[src/rtl/vwap_pkg.sv]
// Package: widths, state type and the digit steps of the divider and square root.
package vwap_pkg;

  localparam int PRICE_BITS = 16;             // price bits used, 8 to 20

  localparam int PRICE_IN_W = 16;
  localparam int VOL_W      = 16;
  localparam int VSUM_W     = 32;
  localparam int PVSUM_W    = 48;
  localparam int SQSUM_W    = 64;
  localparam int FRAC_W     = 8;
  localparam int Q_W        = 24;             // vwap and sd, Q8
  localparam int BAND_W     = 25;
  localparam int PVP_W      = PRICE_BITS + VOL_W;
  localparam int SQP_W      = 2 * PRICE_BITS + VOL_W;
  localparam int NUM_W      = SQSUM_W + 16;   // dividend shift register
  localparam int QUO_W      = 64;
  localparam int ROOT_W     = SQSUM_W / 2;
  localparam int SREM_W     = ROOT_W + 1;
  localparam int CNT_W      = 6;

  // steps per pass of the divider and square root, two digits per cycle
  localparam int VWAP_CYC = (PVSUM_W + FRAC_W) / 2;
  localparam int M2_CYC   = NUM_W / 2;
  localparam int SQRT_CYC = SQSUM_W / 4;

  typedef enum logic [3:0] {
    ST_IDLE,
    ST_MUL_PV,
    ST_MUL_SQ,
    ST_ACCUM,
    ST_DIV_VWAP,
    ST_DIV_M2,
    ST_VAR,
    ST_SQRT,
    ST_DONE
  } state_t;

  typedef struct packed {
    logic [VSUM_W-1:0] rem;
    logic              q;
  } div_step_t;

  typedef struct packed {
    logic [SREM_W-1:0] rem;
    logic [ROOT_W-1:0] root;
  } sqrt_step_t;

  // one restoring division step; rem stays below den
  function automatic div_step_t div_step(input logic [VSUM_W-1:0] rem,
                                         input logic [VSUM_W-1:0] den,
                                         input logic              nbit);
    logic [VSUM_W:0] t;
    div_step_t       r;
    t = {rem, nbit};
    if (t >= {1'b0, den}) begin
      r.rem = VSUM_W'(t - {1'b0, den});
      r.q   = 1'b1;
    end else begin
      r.rem = t[VSUM_W-1:0];
      r.q   = 1'b0;
    end
    return r;
  endfunction

  // one digit of the integer square root, two radicand bits in
  function automatic sqrt_step_t sqrt_step(input logic [SREM_W-1:0] rem,
                                           input logic [ROOT_W-1:0] root,
                                           input logic [1:0]        pair);
    logic [SREM_W+1:0] t;
    logic [SREM_W+1:0] trial;
    sqrt_step_t        r;
    t     = {rem, pair};
    trial = {1'b0, root, 2'b01};
    if (t >= trial) begin
      r.rem  = SREM_W'(t - trial);
      r.root = {root[ROOT_W-2:0], 1'b1};
    end else begin
      r.rem  = t[SREM_W-1:0];
      r.root = {root[ROOT_W-2:0], 1'b0};
    end
    return r;
  endfunction

endpackage

[src/rtl/vwap_if.sv]
// Interfaces: bar request channel and band result channel.
interface vwap_in_if import vwap_pkg::*; ();
  logic                  valid;
  logic                  ready;
  logic [PRICE_IN_W-1:0] close_price;
  logic [VOL_W-1:0]      bar_volume;
  logic                  new_week;

  modport source (output valid, close_price, bar_volume, new_week, input ready);
  modport sink   (input valid, close_price, bar_volume, new_week, output ready);
endinterface

interface vwap_out_if import vwap_pkg::*; ();
  logic                     valid;
  logic                     ready;
  logic [Q_W-1:0]           vwap_value;
  logic [BAND_W-1:0]        upper_band;
  logic signed [BAND_W-1:0] lower_band;
  logic [BAND_W-1:0]        band_width;
  logic                     sum_saturated;

  modport source (output valid, vwap_value, upper_band, lower_band, band_width,
                  sum_saturated, input ready);
  modport sink   (input valid, vwap_value, upper_band, lower_band, band_width,
                  sum_saturated, output ready);
endinterface

[src/rtl/vwap_stddev_band_tracker.sv]
// Top level: weekly VWAP with one-sigma bands, digit-serial divider and square root.
//
//  channel  dir  handshake            payload
//  in_bar   in   valid/ready          close_price, bar_volume, new_week
//  out_res  out  valid/ready          vwap_value, upper_band, lower_band,
//                                     band_width, sum_saturated
//
// A request with nonzero volume runs through the shift-add multiply, the shared
// radix-4 divider (for the two quotients) and the radix-4 square root before the
// next accept.
// A zero-volume request is accepted in idle and gives no result.
// Reset is synchronous, active low, and clears the weekly sums at once.
// A result waits in the output register; a new request is taken meanwhile and
// only its ST_DONE state stalls until the output register is free.
module vwap_stddev_band_tracker import vwap_pkg::*; (
  input  logic            clk,
  input  logic            rst_n,
  vwap_in_if.sink         in_bar,
  vwap_out_if.source      out_res
);

  state_t state_r, state_nxt;

  logic [PRICE_BITS-1:0] price_r, price_nxt;
  logic [VOL_W-1:0]      vol_r, vol_nxt;
  logic [VSUM_W-1:0]     vol_sum_r, vol_sum_nxt;
  logic [PVSUM_W-1:0]    pv_sum_r, pv_sum_nxt;
  logic [SQSUM_W-1:0]    sq_sum_r, sq_sum_nxt;
  logic                  sat_r, sat_nxt;

  logic [PVP_W-1:0]      pv_prod_r, pv_prod_nxt;
  logic [SQP_W-1:0]      mul_acc_r, mul_acc_nxt;
  logic [SQP_W-1:0]      mcand_r, mcand_nxt;
  logic [PRICE_BITS-1:0] mplier_r, mplier_nxt;
  logic [CNT_W-1:0]      cnt_r, cnt_nxt;

  logic [NUM_W-1:0]      num_r, num_nxt;
  logic [VSUM_W-1:0]     rem_r, rem_nxt;
  logic [QUO_W-1:0]      quo_r, quo_nxt;
  logic                  qovf_r, qovf_nxt;
  logic [Q_W-1:0]        vwap_r, vwap_nxt;
  logic [2*Q_W-1:0]      vwap_sq_r, vwap_sq_nxt;
  logic [SREM_W-1:0]     srem_r, srem_nxt;
  logic [ROOT_W-1:0]     root_r, root_nxt;

  logic                  out_valid_r, out_valid_nxt;
  logic [Q_W-1:0]        o_vwap_r, o_vwap_nxt;
  logic [BAND_W-1:0]     o_upper_r, o_upper_nxt;
  logic [BAND_W-1:0]     o_lower_r, o_lower_nxt;
  logic [BAND_W-1:0]     o_width_r, o_width_nxt;
  logic                  o_sat_r, o_sat_nxt;

  logic in_acc;
  logic out_free;

  assign in_bar.ready = (state_r == ST_IDLE);
  assign in_acc   = in_bar.valid && in_bar.ready;
  assign out_free = !out_valid_r || out_res.ready;

  // next state
  always_comb begin
    state_nxt = state_r;
    case (state_r)
      ST_IDLE: begin
        if (in_acc && in_bar.bar_volume != '0) state_nxt = ST_MUL_PV;
      end
      ST_MUL_PV:   state_nxt = ST_MUL_SQ;
      ST_MUL_SQ: begin
        if (cnt_r == '0) state_nxt = ST_ACCUM;
      end
      ST_ACCUM:    state_nxt = ST_DIV_VWAP;
      ST_DIV_VWAP: begin
        if (cnt_r == '0) state_nxt = ST_DIV_M2;
      end
      ST_DIV_M2: begin
        if (cnt_r == '0) state_nxt = ST_VAR;
      end
      ST_VAR:      state_nxt = ST_SQRT;
      ST_SQRT: begin
        if (cnt_r == '0) state_nxt = ST_DONE;
      end
      ST_DONE: begin
        if (out_free) state_nxt = ST_IDLE;
      end
      default:     state_nxt = ST_IDLE;
    endcase
  end

  // datapath and outputs
  always_comb begin
    div_step_t         dv1, dv2;
    sqrt_step_t        sq1, sq2;
    logic [VSUM_W:0]   vol_add;
    logic [PVSUM_W:0]  pv_add;
    logic [SQSUM_W:0]  sq_add;
    logic [VSUM_W-1:0] vol_new;
    logic [PVSUM_W-1:0] pv_new;
    logic [SQSUM_W-1:0] sq_new;
    logic [QUO_W-1:0]  quo_sh;
    logic              ovf_sh;
    logic [SQSUM_W-1:0] m2;
    logic [SQSUM_W-1:0] var_val;
    logic [Q_W-1:0]    sd;

    price_nxt   = price_r;
    vol_nxt     = vol_r;
    vol_sum_nxt = vol_sum_r;
    pv_sum_nxt  = pv_sum_r;
    sq_sum_nxt  = sq_sum_r;
    sat_nxt     = sat_r;
    pv_prod_nxt = pv_prod_r;
    mul_acc_nxt = mul_acc_r;
    mcand_nxt   = mcand_r;
    mplier_nxt  = mplier_r;
    cnt_nxt     = cnt_r;
    num_nxt     = num_r;
    rem_nxt     = rem_r;
    quo_nxt     = quo_r;
    qovf_nxt    = qovf_r;
    vwap_nxt    = vwap_r;
    vwap_sq_nxt = vwap_sq_r;
    srem_nxt    = srem_r;
    root_nxt    = root_r;
    o_vwap_nxt  = o_vwap_r;
    o_upper_nxt = o_upper_r;
    o_lower_nxt = o_lower_r;
    o_width_nxt = o_width_r;
    o_sat_nxt   = o_sat_r;
    out_valid_nxt = out_valid_r && !out_res.ready;

    vol_add = {1'b0, vol_sum_r} + (VSUM_W+1)'(vol_r);
    pv_add  = {1'b0, pv_sum_r} + (PVSUM_W+1)'(pv_prod_r);
    sq_add  = {1'b0, sq_sum_r} + (SQSUM_W+1)'(mul_acc_r);
    vol_new = vol_add[VSUM_W]  ? '1 : vol_add[VSUM_W-1:0];
    pv_new  = pv_add[PVSUM_W]  ? '1 : pv_add[PVSUM_W-1:0];
    sq_new  = sq_add[SQSUM_W]  ? '1 : sq_add[SQSUM_W-1:0];

    dv1    = div_step(rem_r, vol_sum_r, num_r[NUM_W-1]);
    dv2    = div_step(dv1.rem, vol_sum_r, num_r[NUM_W-2]);
    quo_sh = {quo_r[QUO_W-3:0], dv1.q, dv2.q};
    ovf_sh = qovf_r | quo_r[QUO_W-1] | quo_r[QUO_W-2];

    sq1 = sqrt_step(srem_r, root_r, num_r[NUM_W-1:NUM_W-2]);
    sq2 = sqrt_step(sq1.rem, sq1.root, num_r[NUM_W-3:NUM_W-4]);

    m2      = qovf_r ? '1 : quo_r;
    var_val = (m2 > SQSUM_W'(vwap_sq_r)) ? (m2 - SQSUM_W'(vwap_sq_r)) : '0;
    sd      = (|root_r[ROOT_W-1:Q_W]) ? '1 : root_r[Q_W-1:0];

    case (state_r)
      ST_IDLE: begin
        if (in_acc) begin
          price_nxt = PRICE_BITS'(in_bar.close_price);
          vol_nxt   = in_bar.bar_volume;
          if (in_bar.new_week) begin
            vol_sum_nxt = '0;
            pv_sum_nxt  = '0;
            sq_sum_nxt  = '0;
            sat_nxt     = 1'b0;
          end
        end
      end
      ST_MUL_PV: begin
        pv_prod_nxt = price_r * vol_r;
        mcand_nxt   = SQP_W'(price_r * vol_r);
        mplier_nxt  = price_r;
        mul_acc_nxt = '0;
        cnt_nxt     = CNT_W'(PRICE_BITS - 1);
      end
      ST_MUL_SQ: begin
        // shift-add, price LSB first
        if (mplier_r[0]) mul_acc_nxt = mul_acc_r + mcand_r;
        mcand_nxt  = {mcand_r[SQP_W-2:0], 1'b0};
        mplier_nxt = mplier_r >> 1;
        cnt_nxt    = cnt_r - 1'b1;
      end
      ST_ACCUM: begin
        vol_sum_nxt = vol_new;
        pv_sum_nxt  = pv_new;
        sq_sum_nxt  = sq_new;
        sat_nxt     = sat_r | vol_add[VSUM_W] | pv_add[PVSUM_W] | sq_add[SQSUM_W];
        num_nxt     = {pv_new, {(NUM_W-PVSUM_W){1'b0}}};
        rem_nxt     = '0;
        quo_nxt     = '0;
        qovf_nxt    = 1'b0;
        cnt_nxt     = CNT_W'(VWAP_CYC - 1);
      end
      ST_DIV_VWAP: begin
        num_nxt  = {num_r[NUM_W-3:0], 2'b00};
        rem_nxt  = dv2.rem;
        quo_nxt  = quo_sh;
        qovf_nxt = ovf_sh;
        cnt_nxt  = cnt_r - 1'b1;
        if (cnt_r == '0) begin
          vwap_nxt = (ovf_sh || |quo_sh[QUO_W-1:Q_W]) ? '1 : quo_sh[Q_W-1:0];
          num_nxt  = {sq_sum_r, {(NUM_W-SQSUM_W){1'b0}}};
          rem_nxt  = '0;
          quo_nxt  = '0;
          qovf_nxt = 1'b0;
          cnt_nxt  = CNT_W'(M2_CYC - 1);
        end
      end
      ST_DIV_M2: begin
        vwap_sq_nxt = vwap_r * vwap_r;
        num_nxt     = {num_r[NUM_W-3:0], 2'b00};
        rem_nxt     = dv2.rem;
        quo_nxt     = quo_sh;
        qovf_nxt    = ovf_sh;
        cnt_nxt     = cnt_r - 1'b1;
      end
      ST_VAR: begin
        num_nxt  = {var_val, {(NUM_W-SQSUM_W){1'b0}}};
        srem_nxt = '0;
        root_nxt = '0;
        cnt_nxt  = CNT_W'(SQRT_CYC - 1);
      end
      ST_SQRT: begin
        num_nxt  = {num_r[NUM_W-5:0], 4'b0000};
        srem_nxt = sq2.rem;
        root_nxt = sq2.root;
        cnt_nxt  = cnt_r - 1'b1;
      end
      ST_DONE: begin
        if (out_free) begin
          out_valid_nxt = 1'b1;
          o_vwap_nxt    = vwap_r;
          o_upper_nxt   = BAND_W'(vwap_r) + BAND_W'(sd);
          o_lower_nxt   = BAND_W'(vwap_r) - BAND_W'(sd);
          o_width_nxt   = {sd, 1'b0};
          o_sat_nxt     = sat_r;
        end
      end
      default: ;
    endcase
  end

  assign out_res.valid         = out_valid_r;
  assign out_res.vwap_value    = o_vwap_r;
  assign out_res.upper_band    = o_upper_r;
  assign out_res.lower_band    = $signed(o_lower_r);
  assign out_res.band_width    = o_width_r;
  assign out_res.sum_saturated = o_sat_r;

  always_ff @(posedge clk) begin
    if (!rst_n) begin
      state_r     <= ST_IDLE;
      out_valid_r <= 1'b0;
      vol_sum_r   <= '0;
      pv_sum_r    <= '0;
      sq_sum_r    <= '0;
      sat_r       <= 1'b0;
    end else begin
      state_r     <= state_nxt;
      out_valid_r <= out_valid_nxt;
      vol_sum_r   <= vol_sum_nxt;
      pv_sum_r    <= pv_sum_nxt;
      sq_sum_r    <= sq_sum_nxt;
      sat_r       <= sat_nxt;
    end
  end

  always_ff @(posedge clk) begin
    price_r   <= price_nxt;
    vol_r     <= vol_nxt;
    pv_prod_r <= pv_prod_nxt;
    mul_acc_r <= mul_acc_nxt;
    mcand_r   <= mcand_nxt;
    mplier_r  <= mplier_nxt;
    cnt_r     <= cnt_nxt;
    num_r     <= num_nxt;
    rem_r     <= rem_nxt;
    quo_r     <= quo_nxt;
    qovf_r    <= qovf_nxt;
    vwap_r    <= vwap_nxt;
    vwap_sq_r <= vwap_sq_nxt;
    srem_r    <= srem_nxt;
    root_r    <= root_nxt;
    o_vwap_r  <= o_vwap_nxt;
    o_upper_r <= o_upper_nxt;
    o_lower_r <= o_lower_nxt;
    o_width_r <= o_width_nxt;
    o_sat_r   <= o_sat_nxt;
  end

  // zero-volume request never starts the arithmetic
  a_zero_vol_idle: assert property (@(posedge clk) disable iff (!rst_n)
    (in_acc && in_bar.bar_volume == '0) |=> (state_r == ST_IDLE))
    else $error("zero-volume request left idle");

  a_div_rem: assert property (@(posedge clk) disable iff (!rst_n)
    (state_r == ST_DIV_VWAP || state_r == ST_DIV_M2) |-> (rem_r < vol_sum_r))
    else $error("divider remainder not below volume sum");

  a_sqrt_rem: assert property (@(posedge clk) disable iff (!rst_n)
    (state_r == ST_SQRT) |-> (srem_r <= {root_r, 1'b0}))
    else $error("square root remainder out of bound");

  a_band_width: assert property (@(posedge clk) disable iff (!rst_n)
    out_valid_r |-> (o_width_r == BAND_W'(o_upper_r - o_lower_r)))
    else $error("band width differs from upper minus lower");

endmodule

[src/flat_wrapper.sv]
// flat-port wrapper written by rule: the top's interface ports become plain ports
module vwap_stddev_band_tracker_flat import vwap_pkg::*;
  (clk, rst_n, in_bar_valid, in_bar_close_price, in_bar_bar_volume, in_bar_new_week, in_bar_ready, out_res_valid, out_res_vwap_value, out_res_upper_band, out_res_lower_band, out_res_band_width, out_res_sum_saturated, out_res_ready);
  vwap_in_if in_bar_i ();
  vwap_out_if out_res_i ();
  input  logic clk;
  input  logic rst_n;
  input wire logic [$bits(in_bar_i.valid)-1:0] in_bar_valid;
  input wire logic [$bits(in_bar_i.close_price)-1:0] in_bar_close_price;
  input wire logic [$bits(in_bar_i.bar_volume)-1:0] in_bar_bar_volume;
  input wire logic [$bits(in_bar_i.new_week)-1:0] in_bar_new_week;
  output wire logic [$bits(in_bar_i.ready)-1:0] in_bar_ready;
  output wire logic [$bits(out_res_i.valid)-1:0] out_res_valid;
  output wire logic [$bits(out_res_i.vwap_value)-1:0] out_res_vwap_value;
  output wire logic [$bits(out_res_i.upper_band)-1:0] out_res_upper_band;
  output wire logic [$bits(out_res_i.lower_band)-1:0] out_res_lower_band;
  output wire logic [$bits(out_res_i.band_width)-1:0] out_res_band_width;
  output wire logic [$bits(out_res_i.sum_saturated)-1:0] out_res_sum_saturated;
  input wire logic [$bits(out_res_i.ready)-1:0] out_res_ready;
  assign in_bar_i.valid = in_bar_valid;
  assign in_bar_i.close_price = in_bar_close_price;
  assign in_bar_i.bar_volume = in_bar_bar_volume;
  assign in_bar_i.new_week = in_bar_new_week;
  assign in_bar_ready = in_bar_i.ready;
  assign out_res_valid = out_res_i.valid;
  assign out_res_vwap_value = out_res_i.vwap_value;
  assign out_res_upper_band = out_res_i.upper_band;
  assign out_res_lower_band = out_res_i.lower_band;
  assign out_res_band_width = out_res_i.band_width;
  assign out_res_sum_saturated = out_res_i.sum_saturated;
  assign out_res_i.ready = out_res_ready;
  vwap_stddev_band_tracker u_core (.clk(clk), .rst_n(rst_n), .in_bar(in_bar_i), .out_res(out_res_i));
endmodule
[config.mk]
export PLATFORM = sky130hd
export DESIGN_NAME = vwap_stddev_band_tracker_flat
export DESIGN_NICKNAME = d
export VERILOG_FILES = /design/src/rtl/vwap_pkg.sv /design/src/rtl/vwap_if.sv /design/src/rtl/vwap_stddev_band_tracker.sv /design/src/flat_wrapper.sv
export SDC_FILE = /design/constraint.sdc
export NUM_CORES = 2
export LEC_CHECK = 0
export BUFFER_PORTS_ARGS = -buffer_cell sky130_fd_sc_hd__buf_2
export CAP_MARGIN = 20
export CORE_UTILIZATION = 70
export CTS_BUF_LIST = sky130_fd_sc_hd__clkbuf_4 sky130_fd_sc_hd__clkbuf_8
export CTS_CLUSTER_SIZE = 28
export DETAILED_ROUTE_END_ITERATION = 8
export PLACE_DENSITY = 0.85
export SLEW_MARGIN = 20
export SYNTH_ARGS = -nofsm -noshare
export SYNTH_HDL_FRONTEND = slang
export SYNTH_SLANG_ARGS = --single-unit
[constraint.sdc]
create_clock -name clk -period 19.05 [get_ports clk]
set_input_delay 1.905 -clock clk [delete_from_list [all_inputs] [get_ports clk]]
set_output_delay 1.905 -clock clk [all_outputs]
set_load 0.02 [all_outputs]
==> out/results.ini <==
[sta]
maxSlewViolCount = 0
timing.fmax_mhz = 112
finalCriticalPeriod_ns = 8.90
worst_clock_skew_ns = 0.0414
setup_viol = 0
finalHoldViolations = 0
grt_setup_unrepaired = false
post-route-period-util_pct = 46.7
holdWs_ns = 0.448
worst_slew_pin_slew_ns = 1.12
setup_tns_ns = 0
relSlewSlack_pct = 24.4

[yosys]
syn_avg_cell_area_um2 = 9.16
seq_area_frac_synth_pct = 27.7
yosys.area_share.adder_pct = 28.1
syn_nets = 9341
netlist_top_cells_area = edfxtp_1, fa_1, ha_1
synth_cells = 8026
yosysTopAreaCellShare_pct = 23.6
synthMuxAreaShare_pct = 0.922
synth.cell_area_um2 = 73500
yosysUniqueCellTypes = 103
synth_xor_area_share_pct = 4.88
synth_compound_area_share_pct = 16.0
synthSimpleGateAreaFrac_pct = 15.1
synth_top_family_by_area = adder cells
synth_flop_cell = edfxtp_1
synth_seq_cells = 727
async_reset_ff_share_pct = 0
synth_edf_count = 577
yosysTopAreaCell = edfxtp_1
yosysWarnings = 0

[worst_setup_path]
ff2ff_path_depth = 28
critPathArrivalTime_ns = 9.48
ff2ff_setup_slack_ns = 10.15
r2r_start = u_core.vwap_r[0]
required_ns = 19.63
worstSetupPathType = reg2reg
cp_top_family = adder cells
critPathBufInv = 7
crit_start = u_core.vwap_r[0]
r2r_end = u_core.vwap_sq_r[47]
slowest_stage = edfxtp_1
critPathMaxFanout = 23
endpoint_kind = flop
critPathLaunchType = flop
cpPeakStageDelay_ns = 0.96

[route]
drtAntennaViolNets = 0
first_pass_iters = 9
wl_per_cell_um = 21.1
initialDrtViolationCount = 6280
vias_per_cell = 6.37
vias = 60700
drt_drc_violations_left = 0
wirelength_mm = 201

[clock_tree]
cts_made_buffers = 133
cts_tree = done
ctsResizeCount = 0
cts.sinks = 727
post_cts_buffers = 0
clk_pin_slew_worst_paths_ns = 0.06
h-tree-depth = 4
cts_max_path_buffers = 3
insertion_delay_ns = 0.86
root_buffer = clkbuf_8
hold_buffers = 0

[cells_and_area]
final_cell_area_um2 = 78200
layout.nets = 9359
drive_above_1_share_pct = 7.43
fin_cells = 9537
syn_to_final_growth_pct = 6.41

[run]
max_cap_violations = 0

[die]
pin_count = 139
die-height_um = 326
die-area_um2 = 106000
die_x_um = 326
core_area_um2 = 104000
rows = 118
start_util_pct = 70.8

[pwr]
totalPowerFinal_uw = 13600
p_leak_uw = 0.0356
ir_worst_vdd_v = 0.000610
powerDensity_nw_per_um2 = 174

[place]
placed_cells = 9288
gp_congestion = 0.989
hpwl_mm = 151
place_area_um2 = 75300
port-buffer-count = 137

[worst_hold_path]
min_to = u_core.pv_sum_r[31]
hold_depth = 2
min_from = u_core.pv_sum_r[31]
hold_path_class = reg2reg

[global_routing]
grt_pass1_vias = 60500
antenna_found_initial = 5
gr-total-overflow = 0
grt_start_max_net_pins = 89
grt_first_pass_wirelength_mm = 321
grt_usage_pct = 38.0

[status]
outcome = completed

per-layer routing:
metal | track usage [%] | up-vias | part of all wire, %
met4 | 17.2 | 4 | 4.7
met1 | 50.0 | 29400 | 39
met3 | 7.36 | 622 | 9.9
li1 | - | 27500 | -
met2 | 61.1 | 3176 | 46
met5 | 0 | - | 0.012
logic make-up after synthesis:
| family | count (synthesis) |
|---|---|
| AND/OR/NAND/NOR | 2297 |
| AO/OA/AOI/OAI | 1832 |
| buffers and inverters | 1417 |
| adder cells (fa/ha/maj) | 1278 |
| flip-flops | 727 |
| XOR/XNOR | 410 |
| multiplexers | 64 |
| other | 1 |
cell usage in the layout, fill, tap and decap left out, types with 33 or more instances in the layout:
master | synthesis | routed
nand2b_1 | 74 | 73
a31oi_1 | 61 | 61
nand4_1 | 61 | 61
inv_1 | 1093 | 1092
a21oi_1 | 608 | 604
mux2i_1 | 34 | 34
o21a_1 | 52 | 52
clkbuf_8 | 0 | 148
nand3_1 | 146 | 146
edfxtp_1 | 577 | 577
a21o_1 | 258 | 256
or3_1 | 39 | 39
xor2_1 | 147 | 147
and2_1 | 311 | 308
a211oi_1 | 43 | 43
nand2_1 | 787 | 784
buf_2 | 8 | 137
o21ai_0 | 379 | 377
clkbuf_4 | 0 | 33
fa_1 | 624 | 624
o21bai_1 | 54 | 54
and3_1 | 75 | 73
xnor2_1 | 263 | 263
nor4_1 | 38 | 36
dfxtp_1 | 150 | 150
buf_4 | 6 | 68
ha_1 | 654 | 654
a221oi_1 | 51 | 51
nor3_1 | 127 | 123
nor2_1 | 433 | 429
or2_2 | 68 | 68
a221o_1 | 47 | 47
nor2b_1 | 69 | 69
synth_stat cells, types with 147 or more instances:
cell      count
a21o_1      258
a21oi_1     608
and2_1      311
clkbuf_1    293
dfxtp_1     150
edfxtp_1    577
fa_1        624
ha_1        654
inv_1      1093
nand2_1     787
nor2_1      433
o21ai_0     379
xnor2_1     263
xor2_1      147
report_power, final:
group | internal (uW) | total (uW) | switching, uW
clock | 877 | 1630 | 756
sequential | 2600 | 2830 | 235
combinational | 3680 | 9110 | 5430
total | 7150 | 13600 | 6420
flip-flops by register name, indices dropped and copies added (netlist names), 24 cells and up:
name	flops
u_core.root_r	32
u_core.out_res.lower_band	24
u_core.vol_sum_r	32
u_core.vwap_r	24
u_core.num_r	64
u_core.pv_prod_r	32
u_core.mul_acc_r	48
u_core.sq_sum_r	64
u_core.quo_r	64
u_core.out_res.vwap_value	24
u_core.out_res.upper_band	25
u_core.out_res.band_width	24
u_core.mcand_r	48
u_core.rem_r	32
u_core.srem_r	33
u_core.vwap_sq_r	47
u_core.pv_sum_r	48
metrics by stage:
step	setup WS [ns]	utilization, %
after CTS	10.31	75.3
after global routing	9.85	75.4
after floorplan	10.53	-
after global placement	10.51	72.6
after detailed placement	10.35	72.6
final	10.15	75.4
cell type report:
class	instances	area (um^2)
inverters	1094	4110
multi-input cells	5882	48000
flip-flops and latches	727	20300
clock inverters	64	559
fillers	7293	25600
clock buffers	181	2280
repair buffers	206	1220
diodes	3	7.51
well taps	1380	1730
tightest hold or removal path: cells and delay by family (launching register included):
| family | cells | cell delay, ns |
|---|---|---|
| flip-flops | 1 | 0.31 |
| AND/OR/NAND/NOR | 2 | 0.09 |
worst max-delay path by stage:
stage / to / slack (ns) / cells past startpoint
finish: u_core.vwap_sq_r[47] / 10.15 / 28
global route: u_core.vwap_sq_r[47] / 9.85 / 28
CTS: u_core.vwap_sq_r[47] / 10.31 / 28
detailed placement: u_core.vwap_sq_r[47] / 10.35 / 28
global placement: u_core.vwap_sq_r[47] / 10.51 / 28
floorplan: u_core.qovf_r / 10.53 / 5
Note: power is estimated with default switching activity, not from simulation.
